$ cat config.mk
export PLATFORM = sky130hd
export DESIGN_NAME = aabb_overlap_push_out_search
export DESIGN_NICKNAME = d
export VERILOG_FILES = /design/src/sv/aop_pkg.sv /design/src/sv/aop_box_test.sv /design/src/sv/aabb_overlap_push_out_search.sv
export SDC_FILE = /design/constraint.sdc
export NUM_CORES = 1
export LEC_CHECK = 0
export BUFFER_PORTS_ARGS = -buffer_cell sky130_fd_sc_hd__buf_4
export CORE_MARGIN = 5
export CORE_UTILIZATION = 45
export DETAILED_ROUTE_END_ITERATION = 16
export PLACE_DENSITY = 0.73
export REMOVE_ABC_BUFFERS = 1
export SLEW_MARGIN = 10
export SYNTH_ARGS = -nofsm -noshare
export SYNTH_HDL_FRONTEND = slang
export SYNTH_SLANG_ARGS = --single-unit
$ cat constraint.sdc
create_clock -name clk -period 18.1 [get_ports clk]
set_input_delay 0.905 -clock clk [delete_from_list [all_inputs] [get_ports clk]]
set_output_delay 0.905 -clock clk [all_outputs]
set_load 0.03 [all_outputs]
$ cat src/sv/aop_pkg.sv
// Shared types, constants and the microcode table of the box push-out search.
`default_nettype none
package aop_pkg;

  localparam int COORD_W    = 24;
  localparam int HALF_W     = 16;
  localparam int MAX_ROUNDS = 256;
  localparam int ROUND_W    = $clog2(MAX_ROUNDS + 1);
  localparam int AMT_W      = HALF_W + ROUND_W;
  localparam int SUM_W      = ((AMT_W > COORD_W) ? AMT_W : COORD_W) + 2;
  localparam int STEP_W     = 4;

  localparam logic [HALF_W-1:0] STEP_RESET = HALF_W'(26);

  typedef logic signed [COORD_W-1:0] coord_t;
  typedef logic [HALF_W-1:0]         half_t;
  typedef logic [STEP_W-1:0]         upc_t;

  // axis indices into the coordinate vectors
  localparam logic [1:0] AX_X = 2'd0;
  localparam logic [1:0] AX_Y = 2'd1;
  localparam logic [1:0] AX_Z = 2'd2;

  // micro-operations
  localparam logic [2:0] OP_TEST_START = 3'd0;
  localparam logic [2:0] OP_LOAD       = 3'd1;
  localparam logic [2:0] OP_TEST       = 3'd2;
  localparam logic [2:0] OP_ROUND      = 3'd3;
  localparam logic [2:0] OP_GIVEUP     = 3'd4;
  localparam logic [2:0] OP_EMIT       = 3'd5;

  // program addresses
  localparam upc_t UPC_START  = 4'd0;
  localparam upc_t UPC_LOOP   = 4'd1;
  localparam upc_t UPC_ROUND  = 4'd13;
  localparam upc_t UPC_GIVEUP = 4'd14;
  localparam upc_t UPC_EMIT   = 4'd15;

  typedef struct packed {
    logic [2:0] op;
    logic [1:0] axis;
    logic       neg;
    upc_t       target;
  } ucode_t;

  function automatic ucode_t ucode_rom(input upc_t upc);
    ucode_t w;
    w = '{op: OP_EMIT, axis: AX_X, neg: 1'b0, target: UPC_EMIT};
    case (upc)
      4'd0:  w = '{op: OP_TEST_START, axis: AX_X, neg: 1'b0, target: UPC_EMIT};
      4'd1:  w = '{op: OP_LOAD,       axis: AX_X, neg: 1'b0, target: UPC_EMIT};
      4'd2:  w = '{op: OP_TEST,       axis: AX_X, neg: 1'b0, target: UPC_EMIT};
      4'd3:  w = '{op: OP_LOAD,       axis: AX_X, neg: 1'b1, target: UPC_EMIT};
      4'd4:  w = '{op: OP_TEST,       axis: AX_X, neg: 1'b1, target: UPC_EMIT};
      4'd5:  w = '{op: OP_LOAD,       axis: AX_Z, neg: 1'b0, target: UPC_EMIT};
      4'd6:  w = '{op: OP_TEST,       axis: AX_Z, neg: 1'b0, target: UPC_EMIT};
      4'd7:  w = '{op: OP_LOAD,       axis: AX_Z, neg: 1'b1, target: UPC_EMIT};
      4'd8:  w = '{op: OP_TEST,       axis: AX_Z, neg: 1'b1, target: UPC_EMIT};
      4'd9:  w = '{op: OP_LOAD,       axis: AX_Y, neg: 1'b0, target: UPC_EMIT};
      4'd10: w = '{op: OP_TEST,       axis: AX_Y, neg: 1'b0, target: UPC_EMIT};
      4'd11: w = '{op: OP_LOAD,       axis: AX_Y, neg: 1'b1, target: UPC_EMIT};
      4'd12: w = '{op: OP_TEST,       axis: AX_Y, neg: 1'b1, target: UPC_EMIT};
      4'd13: w = '{op: OP_ROUND,      axis: AX_X, neg: 1'b0, target: UPC_GIVEUP};
      4'd14: w = '{op: OP_GIVEUP,     axis: AX_X, neg: 1'b0, target: UPC_EMIT};
      4'd15: w = '{op: OP_EMIT,       axis: AX_X, neg: 1'b0, target: UPC_START};
      default: w = '{op: OP_EMIT, axis: AX_X, neg: 1'b0, target: UPC_EMIT};
    endcase
    return w;
  endfunction

endpackage
`default_nettype wire

$ cat src/sv/aop_box_test.sv
// Three-axis overlap test of two center/half-extent boxes; touching counts.
`default_nettype none
module aop_box_test
  import aop_pkg::*;
(
  input  coord_t [2:0] fc,
  input  half_t  [2:0] fh,
  input  coord_t [2:0] pc,
  input  half_t  [2:0] ph,
  output logic         hit
);

  logic [2:0] axis_hit;

  always_comb begin
    logic signed [COORD_W:0] diff;
    logic [COORD_W:0]        mag;
    logic [HALF_W:0]         lim;
    diff     = '0;
    mag      = '0;
    lim      = '0;
    axis_hit = '0;
    for (int k = 0; k < 3; k++) begin
      diff = $signed({fc[k][COORD_W-1], fc[k]}) - $signed({pc[k][COORD_W-1], pc[k]});
      mag  = diff[COORD_W] ? (COORD_W+1)'(0) - diff : diff;
      lim  = {1'b0, fh[k]} + {1'b0, ph[k]};
      axis_hit[k] = (mag <= {{(COORD_W-HALF_W){1'b0}}, lim});
    end
  end

  assign hit = &axis_hit;

endmodule
`default_nettype wire

$ cat src/sv/aabb_overlap_push_out_search.sv
// Top level of the box push-out search: microcoded sequencer and datapath.
//
// Usage: one input beat carries a fixed box and a probe box (centers signed
// Q15.8, half-extents Q.8). One output beat returns the probe center after
// push-out plus the was_overlapping and search_gave_up flags.
// Channels use valid/stall; a beat moves when valid is high and stall low.
// in_stall is high while an item is being searched. The result sits in an
// output register, so the next item is taken while a result waits.
// A probe that starts free goes from the start test straight to the emit
// step. Otherwise each search round runs six load/test pairs and one round
// update, and the step counter walks the microcode table; a search that
// finds no free spot in MAX_ROUNDS rounds gives up and returns the start.
// Reset (synchronous, rst_n low) clears the sequencer and output valid and
// loads step_amount with 26 (0.1 in Q.8). cfg_wr_en writes step_amount; write
// it only while the block is idle. A stalled output holds its beat and the
// sequencer waits in its emit step until the output register frees up.
`default_nettype none
module aabb_overlap_push_out_search
  import aop_pkg::*;
(
  input  wire logic         clk,
  input  wire logic         rst_n,
  input  wire logic         cfg_wr_en,
  input  wire logic [15:0]  cfg_wr_data,
  input  wire logic         in_valid,
  output logic              in_stall,
  input  wire coord_t       in_fixed_center_x,
  input  wire coord_t       in_fixed_center_y,
  input  wire coord_t       in_fixed_center_z,
  input  wire half_t        in_fixed_half_x,
  input  wire half_t        in_fixed_half_y,
  input  wire half_t        in_fixed_half_z,
  input  wire coord_t       in_probe_center_x,
  input  wire coord_t       in_probe_center_y,
  input  wire coord_t       in_probe_center_z,
  input  wire half_t        in_probe_half_x,
  input  wire half_t        in_probe_half_y,
  input  wire half_t        in_probe_half_z,
  output logic              out_valid,
  input  wire logic         out_stall,
  output coord_t            out_resolved_x,
  output coord_t            out_resolved_y,
  output coord_t            out_resolved_z,
  output logic              out_was_overlapping,
  output logic              out_search_gave_up
);

  localparam logic [ROUND_W-1:0] ROUND_LAST = ROUND_W'(MAX_ROUNDS);

  // configuration
  half_t step_amount_r;

  // sequencer
  logic   busy_r, busy_nxt;
  upc_t   upc_r, upc_nxt;
  ucode_t uw;

  // datapath
  coord_t [2:0]       fc_r, pc_r, cand_r, cand_nxt;
  half_t  [2:0]       fh_r, ph_r;
  logic [AMT_W-1:0]   amt_r, amt_nxt;
  logic [ROUND_W-1:0] round_r, round_nxt;
  logic               over_r, over_nxt;
  logic               gave_up_r, gave_up_nxt;
  logic               hit;

  // output register
  logic   out_valid_r, out_valid_nxt;
  coord_t [2:0] res_r;
  logic   res_over_r, res_gave_up_r;
  logic   in_take, out_free, emit_go;

  assign uw       = ucode_rom(upc_r);
  assign in_stall = busy_r;
  assign in_take  = in_valid && !busy_r;
  assign out_free = !out_valid_r || !out_stall;
  assign emit_go  = busy_r && (uw.op == OP_EMIT) && out_free;

  aop_box_test u_box_test (
    .fc  (fc_r),
    .fh  (fh_r),
    .pc  (cand_r),
    .ph  (ph_r),
    .hit (hit)
  );

  // candidate: start position moved along one axis, saturated to Q15.8
  coord_t sat_coord;
  always_comb begin
    logic signed [SUM_W-1:0] base;
    logic signed [SUM_W-1:0] delta;
    logic signed [SUM_W-1:0] sum;
    base  = SUM_W'($signed(pc_r[uw.axis]));
    delta = $signed({{(SUM_W-AMT_W){1'b0}}, amt_r});
    sum   = uw.neg ? base - delta : base + delta;
    if (sum[SUM_W-1:COORD_W-1] == '0 || sum[SUM_W-1:COORD_W-1] == '1) begin
      sat_coord = sum[COORD_W-1:0];
    end else if (sum[SUM_W-1]) begin
      sat_coord = {1'b1, {(COORD_W-1){1'b0}}};
    end else begin
      sat_coord = {1'b0, {(COORD_W-1){1'b1}}};
    end
  end

  // microcode execution
  always_comb begin
    busy_nxt    = busy_r;
    upc_nxt     = upc_r;
    cand_nxt    = cand_r;
    amt_nxt     = amt_r;
    round_nxt   = round_r;
    over_nxt    = over_r;
    gave_up_nxt = gave_up_r;
    if (!busy_r) begin
      if (in_valid) begin
        busy_nxt    = 1'b1;
        upc_nxt     = UPC_START;
        cand_nxt    = {in_probe_center_z, in_probe_center_y, in_probe_center_x};
        amt_nxt     = AMT_W'(step_amount_r);
        round_nxt   = ROUND_W'(1);
        over_nxt    = 1'b0;
        gave_up_nxt = 1'b0;
      end
    end else begin
      upc_nxt = upc_r + STEP_W'(1);
      case (uw.op)
        OP_TEST_START: begin
          over_nxt = hit;
          if (!hit) begin
            upc_nxt = uw.target;
          end
        end
        OP_LOAD: begin
          cand_nxt          = pc_r;
          cand_nxt[uw.axis] = sat_coord;
        end
        OP_TEST: begin
          if (!hit) begin
            upc_nxt = uw.target;
          end
        end
        OP_ROUND: begin
          if (round_r == ROUND_LAST) begin
            upc_nxt = uw.target;
          end else begin
            amt_nxt   = amt_r + AMT_W'(step_amount_r);
            round_nxt = round_r + ROUND_W'(1);
            upc_nxt   = UPC_LOOP;
          end
        end
        OP_GIVEUP: begin
          gave_up_nxt = 1'b1;
          cand_nxt    = pc_r;
        end
        OP_EMIT: begin
          // hold here until the output register can take the beat
          upc_nxt = upc_r;
          if (out_free) begin
            busy_nxt = 1'b0;
            upc_nxt  = uw.target;
          end
        end
        default: begin
          upc_nxt = UPC_EMIT;
        end
      endcase
    end
  end

  always_comb begin
    out_valid_nxt = out_valid_r;
    if (out_valid_r && !out_stall) begin
      out_valid_nxt = 1'b0;
    end
    if (emit_go) begin
      out_valid_nxt = 1'b1;
    end
  end

  // control state
  always_ff @(posedge clk) begin
    if (!rst_n) begin
      step_amount_r <= STEP_RESET;
      busy_r        <= 1'b0;
      upc_r         <= UPC_START;
      out_valid_r   <= 1'b0;
    end else begin
      if (cfg_wr_en) begin
        step_amount_r <= cfg_wr_data;
      end
      busy_r      <= busy_nxt;
      upc_r       <= upc_nxt;
      out_valid_r <= out_valid_nxt;
    end
  end

  // payload
  always_ff @(posedge clk) begin
    if (in_take) begin
      fc_r <= {in_fixed_center_z, in_fixed_center_y, in_fixed_center_x};
      fh_r <= {in_fixed_half_z, in_fixed_half_y, in_fixed_half_x};
      pc_r <= {in_probe_center_z, in_probe_center_y, in_probe_center_x};
      ph_r <= {in_probe_half_z, in_probe_half_y, in_probe_half_x};
    end
    cand_r    <= cand_nxt;
    amt_r     <= amt_nxt;
    round_r   <= round_nxt;
    over_r    <= over_nxt;
    gave_up_r <= gave_up_nxt;
    if (emit_go) begin
      res_r         <= cand_r;
      res_over_r    <= over_r;
      res_gave_up_r <= gave_up_r;
    end
  end

  assign out_valid           = out_valid_r;
  assign out_resolved_x      = res_r[AX_X];
  assign out_resolved_y      = res_r[AX_Y];
  assign out_resolved_z      = res_r[AX_Z];
  assign out_was_overlapping = res_over_r;
  assign out_search_gave_up  = res_gave_up_r;

endmodule
`default_nettype wire

==> metrics.txt, run 1 <==
Worst EP arrival=8.53 ns; part of the cycle the worst path needs=between 40 and 50%; Placer Congestion=about 0.94; TritonCTS clock tree=built; sequential fraction of the synthesis area=45.5%; Post-Synth XOR/XNOR Area=around 5.8%; fmax=approximately 0.12 GHz; post-route cell area=34200 um^2; cell taking the most area after synthesis=edfxtp_1; top-area cell type share of the netlist area=43.5%; Fin. Hold Viols=0; YS warnings=0; input/output buffers=between 300 and 400; Post CTS Setup Buffer Count=0; core area=approximately 64000 um^2; CP max-delay cell=a221oi_2; cts bufs inserted=50; post-synthesis mux area share=~2.4%; synthesized area per cell=around 10 um^2; grt total ovfl=0; Hold Slack=about 0.42 ns; synth cell count leaders=edfxtp_1 (422), a21oi_1 (232), ha_1 (224); worst-skew pair later-pin latency=0.61 ns; Critical Setup Path Class=flip-flop to flip-flop; initial core utilization=45.3%; layout cells sized above 1=about 16%; PnR Total Power=roughly 3.7 mW; pin count of the biggest net entering global routing=about 170; RSZ-0062 raised after global routing=false; vias in the first global route=around 23000; status=completed; Post-synth top flop=edfxtp_1; hpwl dp=a little under 70 mm; Die Y-Extent=265 um; Max-Cap Viols=0; clk_skew=between 0.03 and 0.04 ns; Slowest Stage Delay on Critical Path=~0.94 ns; die area=around 70000 um^2; row count=93; Clock transition at path regs=around 0.060 ns; Simple-Gate Fraction of Synth Area=13.7%; non-filler instance count after layout=approximately 4100; DRT antenna net count=0; Sinks on Clock Net=between 400 and 500; mapped cell area=just under 30000 um^2; # setup viols final=0; Syn Inst Count=2852; most used cell, CP=ha_1; Layout Nets=3649; CTS HTree Levels=2; Die X=between 200 and 300 um; Synth-to-Final Area Change=17.4%; initial antenna violation count=10; synthesized-area fraction occupied by adder cells=10.2%; Setup crit start kind=flip-flop; gr usage total=roughly 24%; Worst Path Max Fanout=16; clk root buf=clkbuf_16; Synth Register Bits=between 400 and 500; Fill cells=~5800; peak supply drop=around 0.076 mV; multi-input logic area=about 15000 um^2; number of hold buffers added after CTS=0; DR iter-0 viols=2248; Final min period=8.04 ns; largest family of logic cells by synthesized area=compound AO/OA/AOI/OAI gates; TritonRoute pass-1 iters=5; min-delay worst type=flip-flop to flip-flop; first-pass GRT wire length=about 130 mm; complex-gate fraction of the synthesized area=between 10% and 20%; Clock Tree Buf Depth=3; dpl cells=3959; Pwr per Cell Area=between 100 and 150 nW/um^2; Detailed Route WL=roughly 90 mm; leak pwr=approximately 14 nW; I/O pin count=337; ys async rst share=0%; cts repair resizes=0; Worst setup EP type=flip-flop; Crit path required time=between 15 and 20 ns; Max-slew headroom=23.7%; EDFF count, synth=approximately 420; placed inst area=approximately 33000 um^2; Max Slew Vio Count=0; register area=approximately 13000 um^2; post-route setup TNS=0 ns; drt wl/cell=~22 um; # DRC=0; ranking of synthesized cells by area=edfxtp_1 (43%), ha_1 (9.6%), xnor2_1 (4.3%), a21oi_1 (4.0%), o21ai_0 (3.4%); via count=23807; DR vias/cell=between 5 and 6; worst-margin pin slew=1.14 ns; top-count cell post-synth=edfxtp_1; post-synthesis cell type count=between 100 and 150
## cell families (layout without fill, tap and decap cells)
logic type | after synthesis | count (layout)
compound gates | 839 | 839
simple gates | 791 | 791
flops | 452 | 452
buf+inv | 276 | 622
fa+ha+maj | 232 | 232
xor+xnor | 194 | 194
mux | 68 | 68
other cells | 0 | 5
## registers in the layout, summed over array words and instances, names as in the netlist, 4 cells and up
| signal | flops |
|---|---|
| pc_r | 72 |
| upc_r | 4 |
| cand_r | 72 |
| round_r | 9 |
| step_amount_r | 16 |
| uw | 8 |
| fc_r | 72 |
| out_resolved_z | 24 |
| amt_r | 25 |
| ph_r | 48 |
| out_resolved_x | 24 |
| fh_r | 48 |
| out_resolved_y | 24 |
## routing by layer
layer	GRT usage, %	wire length [um]
met1	34.3	38800
met2	38.5	40100
met3	4.06	6900
met4	6.98	2650
met5	0	32
## report_power, final
| part | internal (mW) | switching (mW) |
|---|---|---|
| registers | 1.23 | 0.0519 |
| clock network | 0.628 | 0.444 |
| logic | 0.532 | 0.857 |
## worst max-delay path: cells and delay by family (launching register included)
kind	cells	cell delay, ns
compound gates	11	3.08
mux	1	0.18
fa+ha+maj	3	1.08
simple gates	11	2.86
buf+inv	2	0.18
flops	1	0.37
xor+xnor	1	0.20
## final timing paths
check,startpoint,end,slack [ns],cells after the start
setup / recovery,fc_r[9],uw[4],10.06,29
hold / removal,gave_up_r,out_search_gave_up,0.42,0
setup reg to reg,fc_r[9],uw[4],10.06,29
hold reg to reg,gave_up_r,out_search_gave_up,0.42,0
## through the flow
| step | worst slack, ns | util (%) |
|---|---|---|
| 2_1_floorplan | 3.71 | - |
| 3_3_place_gp | 10.44 | 50.5 |
| 4_1_cts | 10.20 | 53.2 |
| 3_5_place_dp | 10.22 | 50.5 |
| 5_1_grt | 9.51 | 53.2 |
| 6_report | 10.06 | 53.2 |
## cells in the final DEF (no fill, tap or decap), types with 20 or more instances in the layout
cell	instances
nor2_1	214
ha_1	224
edfxtp_1	422
o211ai_1	23
buf_4	352
nor4_1	22
a21o_1	50
nand2b_1	20
nand2_1	191
dfxtp_1	29
mux2i_1	56
a211oi_1	26
a21oi_1	231
clkbuf_16	50
a2bb2oi_1	39
o21a_1	33
o21ai_0	198
or3_1	29
nor3_1	58
and2_1	22
nor2b_1	25
o21bai_1	49
nand4_1	31
and3_1	35
nand3_1	53
xor2_1	52
inv_1	174
xnor2_1	142
a31oi_1	25
## area by class of cell
class	count	share of cell area, %
flip-flops and latches	452	38.8
inverters	175	1.92
clock buffers	57	3.76
repair buffers	353	7.78
diodes	5	0.0365
clock inverters	37	1.22
multi-input cells	2124	43.4
well taps	855	3.12
Power figures use the tool's default switching activity.
==> run 2: changes to the inputs <==
--- a/config.mk
+++ b/config.mk
@@ -5,11 +5,12 @@
 export SDC_FILE = /design/constraint.sdc
 export NUM_CORES = 1
 export LEC_CHECK = 0
+export ABC_AREA = 1
 export BUFFER_PORTS_ARGS = -buffer_cell sky130_fd_sc_hd__buf_4
 export CORE_MARGIN = 5
 export CORE_UTILIZATION = 45
 export DETAILED_ROUTE_END_ITERATION = 16
-export PLACE_DENSITY = 0.73
+export PLACE_DENSITY = 0.75
 export REMOVE_ABC_BUFFERS = 1
 export SLEW_MARGIN = 10
 export SYNTH_ARGS = -nofsm -noshare
==> constraint.sdc (replaced) <==
create_clock -name clk -period 6.78 [get_ports clk]
set_input_delay 0.339 -clock clk [delete_from_list [all_inputs] [get_ports clk]]
set_output_delay 0.339 -clock clk [all_outputs]
set_load 0.03 [all_outputs]
==> metrics.txt, run 2 <==
status=completed; Worst setup EP type=flip-flop; Worst EP arrival=roughly 6.3 ns; Die Y-Extent=~270 um; Crit path required time=between 7 and 8 ns; gr usage total=between 20 and 30%; Fin. Hold Viols=0; most common cell after layout, fill and taps aside=nand2_1; Final min period=5.78 ns; most used routing layer=met2; Worst Hold End=out_valid; top-count cell post-synth=nand2_1; Worst Path Max Fanout=9; TritonRoute pass-1 iters=6; Sinks on Clock Net=around 450; Setup crit start kind=flip-flop; Max Slew Vio Count=0; RSZ-0062 raised after global routing=false; largest registers=cand_r x72, fc_r x72, pc_r x72; first-pass GRT wire length=roughly 150 mm; Synth-to-Final Area Change=25.7%; # setup viols final=0; post-route cell area=a little under 40000 um^2; synthesized area per cell=~8 um^2; met2 GRT Util=a little over two fifths; layout cells sized above 1=around an eighth; mapped cell area=approximately 31000 um^2; post-synthesis cell type count=54; Detailed Route WL=approximately 99 mm; DR vias/cell=roughly 5.2; I/O pin count=337; EDFF count, synth=about 420; worst-skew pair later-pin latency=0.61 ns; dpl cells=5040; Hold Crit Depth=3; Max-slew headroom=around 25%; part of the cycle the worst path needs=about 85%; cts bufs inserted=52; sequential fraction of the synthesis area=43.1%; most frequent cells in the layout=nand2_1 (1118), inv_1 (584), edfxtp_1 (422), buf_4 (352), nor2_1 (303); leak pwr=18.4 nW; clk root buf=clkbuf_16; initial core utilization=between 40 and 50%; ranking of synthesized cells by area=edfxtp_1 (41%), nand2_1 (14%), ha_1 (9.1%), inv_1 (7.1%), nand3_1 (4.8%); cts repair resizes=0; r2r startpoint=fc_r[48]; CP max-delay cell=fa_1; CTS HTree Levels=2; YS warnings=0; Post-synth top flop=edfxtp_1; # DRC=0; met1 GRT Util=about a third; grt total ovfl=0; Hold Path Origin=out_stall; worst-margin pin slew=~1.1 ns; pin count of the biggest net entering global routing=125; ys async rst share=0%; most used cell, CP=nand2_1; clk_skew=between 0.02 and 0.025 ns; die area=73800 um^2; DR iter-0 viols=around 2800; initial antenna violation count=7; Syn Inst Count=a little under 4000; Pwr per Cell Area=277 nW/um^2; grt met3 use=~4.0%; synth cell count leaders=nand2_1 (1118), inv_1 (585), edfxtp_1 (422); Placer Congestion=1.00; Max-Cap Viols=0; drt wl/cell=18.4 um; Layout Nets=4961; top-area cell type share of the netlist area=41.1%; peak supply drop=0.205 mV; TritonCTS clock tree=built; Slowest Stage Delay on Critical Path=0.41 ns; placed inst area=34300 um^2; Reg2Reg Depth=42; non-filler instance count after layout=between 5000 and 6000; Synth Register Bits=452; Worst R2R Setup Slack=approximately 1 ns; Critical Setup Path Class=flip-flop to flip-flop; input/output buffers=approximately 340; min-delay worst type=input port to flip-flop; DRT antenna net count=0; Clock Tree Buf Depth=3; vias in the first global route=27549; core area=just under 70000 um^2; Clock transition at path regs=0.07 ns; Die X=272 um; fmax=0.173 GHz; Hold Slack=0.0520 ns; via count=around 28000; cell taking the most area after synthesis=edfxtp_1; row count=96; hpwl dp=73.6 mm; Post CTS Setup Buffer Count=0; r2r endpoint=uw[4]
[run 2: cell types whose count changed after synthesis, sizes merged, moves of 39 or more]
cell     previous run  this run
nor2              217       332
nand3              53       312
nand2             192      1176
mux2i              56         0
o21ai             206        96
inv               175       611
a21o               53         2
xor2               52       102
xnor2             142        44
a2bb2oi            39         0
[run 2: worst max-delay path by stage]
stage | start | end | slack (ns) | cells past startpoint
finish | fc_r[48] | uw[4] | 1.00 | 42
global route | fc_r[48] | uw[4] | 0.38 | 43
CTS | fh_r[0] | uw[4] | 1.09 | 40
detailed placement | fh_r[0] | uw[4] | 1.12 | 40
global placement | cand_r[24] | uw[4] | 1.23 | 40
floorplan | in_stall | cand_r[0] | -3.56 | 2
[run 2: layer usage]
layer	wire length (um)	vias up
met1	41700	13015
li1	-	13901
met5	28	-
met3	7330	231
met2	46000	1108
met4	4300	4
[run 2: worst max-delay path, delay by kind of cell (launching register included)]
| family | cells | cell delay [ns] |
|---|---|---|
| buffers and inverters | 5 | 0.45 |
| AO/OA/AOI/OAI | 5 | 0.89 |
| AND/OR/NAND/NOR | 27 | 2.73 |
| XOR/XNOR | 1 | 0.17 |
| flip-flops | 1 | 0.35 |
| adder cells (fa/ha/maj) | 4 | 1.06 |
[run 2: cell families after synthesis]
group | Yosys count | share of synthesized area (%)
AO/OA/AOI/OAI | 429 | 7.87
AND/OR/NAND/NOR | 1931 | 26.8
XOR/XNOR | 146 | 4.15
buffers and inverters | 682 | 8.48
adder cells (fa/ha/maj) | 232 | 9.61
flip-flops | 452 | 43.1
[run 2: power breakdown]
part / leakage [nW] / total (mW) / internal, mW / switching (mW)
logic: 13.3 / 4.30 / 1.52 / 2.78
registers: 4.25 / 3.43 / 3.29 / 0.143
clock network: 0.854 / 3.01 / 1.80 / 1.21
[run 2: timing repair]
item                                   4_1_cts  5_1_grt
endpoints found under the hold margin      270        0
hold buffers                               256        0
setup endpoints to repair                    0        0
[run 2: through the flow]
stage | power [mW] | utilization, % | TNS [ns] | setup WS, ns
2_1_floorplan | 6.41 | - | -616.08 | -3.56
4_1_cts | 10.7 | 56.7 | 0 | 1.09
5_1_grt | 11.5 | 56.8 | 0 | 0.382
3_3_place_gp | 7.51 | 50.3 | 0 | 1.23
3_5_place_dp | 7.58 | 50.3 | 0 | 1.12
6_report | 10.7 | 56.8 | 0 | 1.00
[run 2: layout make-up]
type                       instances  area (um^2)
clock buffer                      60         1370
inverter                         615         2320
fill                            5956        29500
clock inverter                    37          442
antenna                            5         12.5
sequential                       452        13300
tap                              882         1100
multi-input combinational       2738        15000
timing repair buffer             609         5230
